--- src/hw/rtl/crlns_pkg.sv ---
// shared types and constants for the cache replacement state block
// word layouts of the stream ports and controller/datapath interface structs
// no dependencies
`timescale 1ns / 1ps

package crlns_pkg;

    // input word field widths and positions in s_tdata (opcode travels in s_tuser)
    localparam int SET_IDX_W  = 6;
    localparam int WAY_NUM_W  = 4;
    localparam int MASK_W     = 16;
    localparam int SET_LO     = 0;
    localparam int WAY_LO     = SET_LO + SET_IDX_W;
    localparam int EXCL_BIT   = WAY_LO + WAY_NUM_W;
    localparam int HIT_BIT    = EXCL_BIT + 1;
    localparam int COUNTS_BIT = HIT_BIT + 1;
    localparam int ELIG_LO    = COUNTS_BIT + 1;
    localparam int NOTRES_LO  = ELIG_LO + MASK_W;
    localparam int S_TDATA_W  = 48;

    // result word: victim_way, no_victim; is_victim_reply travels in m_tuser
    localparam int VICTIM_W   = 4;
    localparam int M_TDATA_W  = 8;

    // configuration register width
    localparam int MODE_W     = 2;

    // opcodes
    localparam logic OP_VICTIM = 1'b0;
    localparam logic OP_UPDATE = 1'b1;

    // replacement policies
    localparam logic [MODE_W-1:0] MODE_LRU   = 2'd0;
    localparam logic [MODE_W-1:0] MODE_NRU   = 2'd1;
    localparam logic [MODE_W-1:0] MODE_SRRIP = 2'd2;

    // controller to datapath commands
    typedef struct packed {
        logic clear_wr;   // write reset word at clearing address
        logic capture;    // take input word and read the set's state
        logic exec;       // compute, write state back, load result register
    } dp_cmd_t;

    // datapath to controller status
    typedef struct packed {
        logic clear_last;   // clearing address is at the last set
        logic out_blocked;  // result register full and not being taken
    } dp_status_t;

endpackage

--- src/hw/rtl/crlns_ctrl.sv ---
// controller state machine: clearing pass, accept, execute
// depends on crlns_pkg
`timescale 1ns / 1ps

module crlns_ctrl (
    input  logic                  clk,
    input  logic                  rst_n,
    input  logic                  s_tvalid,
    output logic                  s_tready,
    input  crlns_pkg::dp_status_t stat,
    output crlns_pkg::dp_cmd_t    cmd
);
    import crlns_pkg::*;

    localparam logic [1:0] ST_CLEAR = 2'd0;
    localparam logic [1:0] ST_IDLE  = 2'd1;
    localparam logic [1:0] ST_EXEC  = 2'd2;

    logic [1:0] state_reg;
    logic [1:0] state_next;

    // state register
    always_ff @(posedge clk or negedge rst_n)
    begin
        if (!rst_n)
        begin
            state_reg <= ST_CLEAR;
        end
        else
        begin
            state_reg <= state_next;
        end
    end

    // next state and commands
    always_comb
    begin
        state_next   = state_reg;
        cmd.clear_wr = 1'b0;
        cmd.capture  = 1'b0;
        cmd.exec     = 1'b0;
        s_tready     = 1'b0;
        unique case (state_reg)
            ST_CLEAR:
            begin
                cmd.clear_wr = 1'b1;
                if (stat.clear_last)
                    state_next = ST_IDLE;
            end
            ST_IDLE:
            begin
                s_tready    = 1'b1;
                cmd.capture = s_tvalid;
                if (s_tvalid)
                    state_next = ST_EXEC;
            end
            ST_EXEC:
            begin
                cmd.exec = !stat.out_blocked;
                if (!stat.out_blocked)
                    state_next = ST_IDLE;
            end
            default:
            begin
                state_next = ST_CLEAR;
            end
        endcase
    end

    // an accepted word always goes on to execution
    a_capture_exec: assert property (@(posedge clk) disable iff (!rst_n)
        cmd.capture |=> (state_reg == ST_EXEC))
        else $error("accepted word did not move to execution");

    // execution waits while the result register is blocked
    a_exec_hold: assert property (@(posedge clk) disable iff (!rst_n)
        (state_reg == ST_EXEC) && stat.out_blocked |=> (state_reg == ST_EXEC))
        else $error("execution left while result register blocked");

    // end of clearing pass opens the input
    a_clear_done: assert property (@(posedge clk) disable iff (!rst_n)
        cmd.clear_wr && stat.clear_last |=> s_tready)
        else $error("input not ready after clearing pass");

endmodule

--- config.mk ---
export PLATFORM = sky130hd
export DESIGN_NAME = crlns_ctrl
export DESIGN_NICKNAME = d
export VERILOG_FILES = /design/src/hw/rtl/crlns_pkg.sv /design/src/hw/rtl/crlns_ctrl.sv
export SDC_FILE = /design/constraint.sdc
export NUM_CORES = 1
export LEC_CHECK = 0
export ABC_CLOCK_PERIOD_IN_PS = 2400
export BUFFER_PORTS_ARGS = -buffer_cell sky130_fd_sc_hd__buf_4
export CAP_MARGIN = 20
export CORE_AREA = 10 10 47 49
export DETAILED_ROUTE_END_ITERATION = 12
export DIE_AREA = 0 0 57 59
export MAX_ROUTING_LAYER = met4
export PLACE_DENSITY = 0.3
export SLEW_MARGIN = 20
export SYNTH_ARGS = -nofsm -noshare
export SYNTH_HDL_FRONTEND = slang
export SYNTH_SLANG_ARGS = --single-unit
--- constraint.sdc ---
create_clock -name clk -period 2.4 [get_ports clk]
set_input_delay 0.12 -clock clk [delete_from_list [all_inputs] [get_ports clk]]
set_output_delay 0.12 -clock clk [all_outputs]
set_load 0.01 [all_outputs]
* Word-level counts from Yosys, hierarchy flattened
Cells that the tools add are included.
Word-level totals: input bits 5, flip-flop bits (word level) 2
Operators by class: reduce and logical (&&, ||, !) cells 3, eq/ne operators 5, mux-type cells 8
Operators by type and width (count):
- 2-to-1 mux 2 bit | 3
- != test 2 bit, second input constant | 3
- case mux 2 bit (3 select lines) | 1
- 2-to-1 mux 1 bit | 4
- AND reduction 3 bit | 1
- == test 2 x 1 -> 1 bit, second input constant | 1
- == test 2 bit, second input constant | 1
- zero test 2 bit | 1
- zero test 1 bit | 1

* Logic depth before layout (Yosys ltp)
depth in word-level cells 3, mapped depth 2, gate-level depth less buffers 2

* Worst setup path after synthesis
No wires, ideal clock.
path kind register to register, start point register state_reg[0], end point register state_reg[1], path buffers 0, setup slack 1495 ps, stages on the path, launching flop included 3, library setup time 118 ps, clock period less this slack 905 ps, arrival 787 ps, data required time 2282 ps, cells stage by stage dfrtp_1 -> and3b_1 -> a21o_1
Between the ends: word-level cells in the longest chain between the ends 3, elaborated cells on any way between the ends 8
Ends and longest elaborated chain:
- from (decl) | line crlns_ctrl.sv:19 | logic [1:0] state_reg;
- from (signal assigned) | line crlns_ctrl.sv:31 | state_reg <= state_next;
- == test 2 bit (tied with other cells) | line crlns_ctrl.sv:43 | unique case (state_reg)
- != test 2 bit (no line)
- AND reduction 3 bit (no line)
Parallel ways exist; a longest one is shown, timed or not. A chain may end at the register's enable or synchronous reset.

==> metrics <==
DRC 0; PortBufs 8; yosys warns 0; first-pass GRT wire length 607 µm; # clock sinks 2; required time worst endpoint 2.28 ns; Initial Util 0.0857; worst-skew pair later-pin latency 0.22 ns; minimum clock period 1.13 ns; final wirelength 390 µm; Root Buffer clkbuf_4; worst setup margin 1.27 ns; hold buffers post-CTS 1; Max stage delay on crit path 0.43 ns; Post-CTS Setup Inserts 0; CP endpoint kind output pin; Synth Area per Inst 10.0 µm²; commonest non-fill, non-tap cell in the layout buf_4; status complete, no violations; Buf+Inv Stages, Crit Path 1; largest net degree at the start of global routing 7; Ports 9; final hold violations 0; Arrival @ worst endpoint 1.01 ns; Crit Path Category reg2out; Synth Area in Adders 0; DRT Pass-1 Iters 1; hold slack 0.105 ns; Cell Area, Synth 120 µm²; Die ar. 3360 µm²; type of the worst min-delay path in2reg; RSZ-0062 raised after global routing false; Tcrit/Tclk final 0.472; maxcap violations 0; Worst Skew 0.0000818 ns; Setup TNS Final 0 ns; clock buffer depth 2; Leak 0.126 nW; Tot GR Track Use 0.0257; cells after synthesis 12; PostCTS Resize Cnt 0; # rows 14; Max Freq 0.883 GHz; Mapped Nets 17; HP Start s_tvalid; share of cells above drive strength 1 0.542; post-synthesis mux area share 0; vias per cell 2.95; worst vdd ir 0.000394 V; flops & latches, synth 2; post-synthesis simple-gate area fraction 0.323; Largest register FFs 2; Critical Path Start Type register; number of global-route vias before repair 148; Slew Viols, Final 0; Final Wtd Congestion 0.593; Worst slew margin 0.871; sequential element share of the synthesized area 0.417; wire length per cell 9.75 µm; Clock Pin Slew Worst Setup and Hold Paths 0.03 ns; Slew @ Worst Pin 0.194 ns; Initial DRC Count 0; # H-tree levels 1; dpl ws 1.48 ns; DR vias 118; Distinct cells, synth 9; Die Wd 57 µm; Synth Area in XOR/XNOR 0; Finish-stage setup viols 0; cells along the critical path nor3b_1, buf_4; largest family of logic cells by synthesized area simple AND/OR/NAND/NOR gates; initial antenna violation count 0; power per cell area 1190 nW/µm²; Final nets 31; commonest cells after routing, fill and taps aside buf_4 (8), clkbuf_4 (3), nor2_1 (2), inv_1 (2), dfrtp_1 (2); CP startpoint state_reg[0]; clock tree from TritonCTS built; Detail Route Antenna Nets 0; Core ar. 1400 µm²; r2r startpoint state_reg[0]; Area growth syn-to-layout 93.8%; critical path peak fanout 6; overall power 0.000278 W; diode count 0; Congestion Overflow GR 0; Synth Area in Compound Gates 0.198; CP top delay family flip-flops; TritonCTS Buffers 3; slowest CP cell dfrtp_1; overall die height 59 µm
-- worst reg2reg max path, stage by stage, from the launching register on --
cell	delay (ns)
dfrtp_1	0.43
and3b_1	0.22
a21o_1	0.15
-- layer usage --
metal	wire length [µm]	global-route usage	up-vias
met4	0	0.0201	0
met1	247	0.0355	45
met5	0	-	-
met3	34	0.0215	0
li1	-	-	65
met2	108	0.0186	8
-- cell type report --
cell class	instances	area, µm²
sequential	2	50.0
clock buffer	3	22.5
inverter	2	7.51
tap	16	20.0
multi-input combinational	8	62.6
fill	163	1170
timing repair buffer	9	70.1
-- worst paths after layout --
path                                 to  slack (ns)  cells past startpoint
max reg2reg                state_reg[1]        1.49                      2
min in group asynchronous  state_reg[0]        0.22                      2
max                              cmd[0]        1.27                      2
min                        state_reg[0]        0.10                      2
max in group asynchronous  state_reg[1]        2.09                      2
min reg2reg                state_reg[0]        0.59                      1
-- cell usage after synthesis, drive strengths merged --
cell	n	share of area
nor3b	1	0.063
o32ai	1	0.14
nand2b	1	0.052
nor2	2	0.063
a21o	1	0.063
inv	2	0.063
and2	1	0.073
dfrtp	2	0.42
and3b	1	0.073
-- power breakdown --
| group | internal [W] | total, W | switching, W |
|---|---|---|---|
| Clock | 0.0000550 | 0.0000716 | 0.0000166 |
| Sequential | 0.0000500 | 0.0000735 | 0.0000235 |
| Combinational | 0.0000767 | 0.000133 | 0.0000558 |
-- cells by family (layout without fill, tap and decap cells) --
logic type	Yosys count	count (layout)
compound gates	2	2
buf+inv	2	14
flops	2	2
simple gates	6	6
-- metrics by stage --
step	instance area, µm²	std cells	utilization
after floorplan	120	12	-
after global placement	200	36	0.143
after detailed placement	200	36	0.143
after CTS	233	40	0.166
after global routing	233	40	0.166
final	233	40	0.166
(Power assumes the default switching activity.)
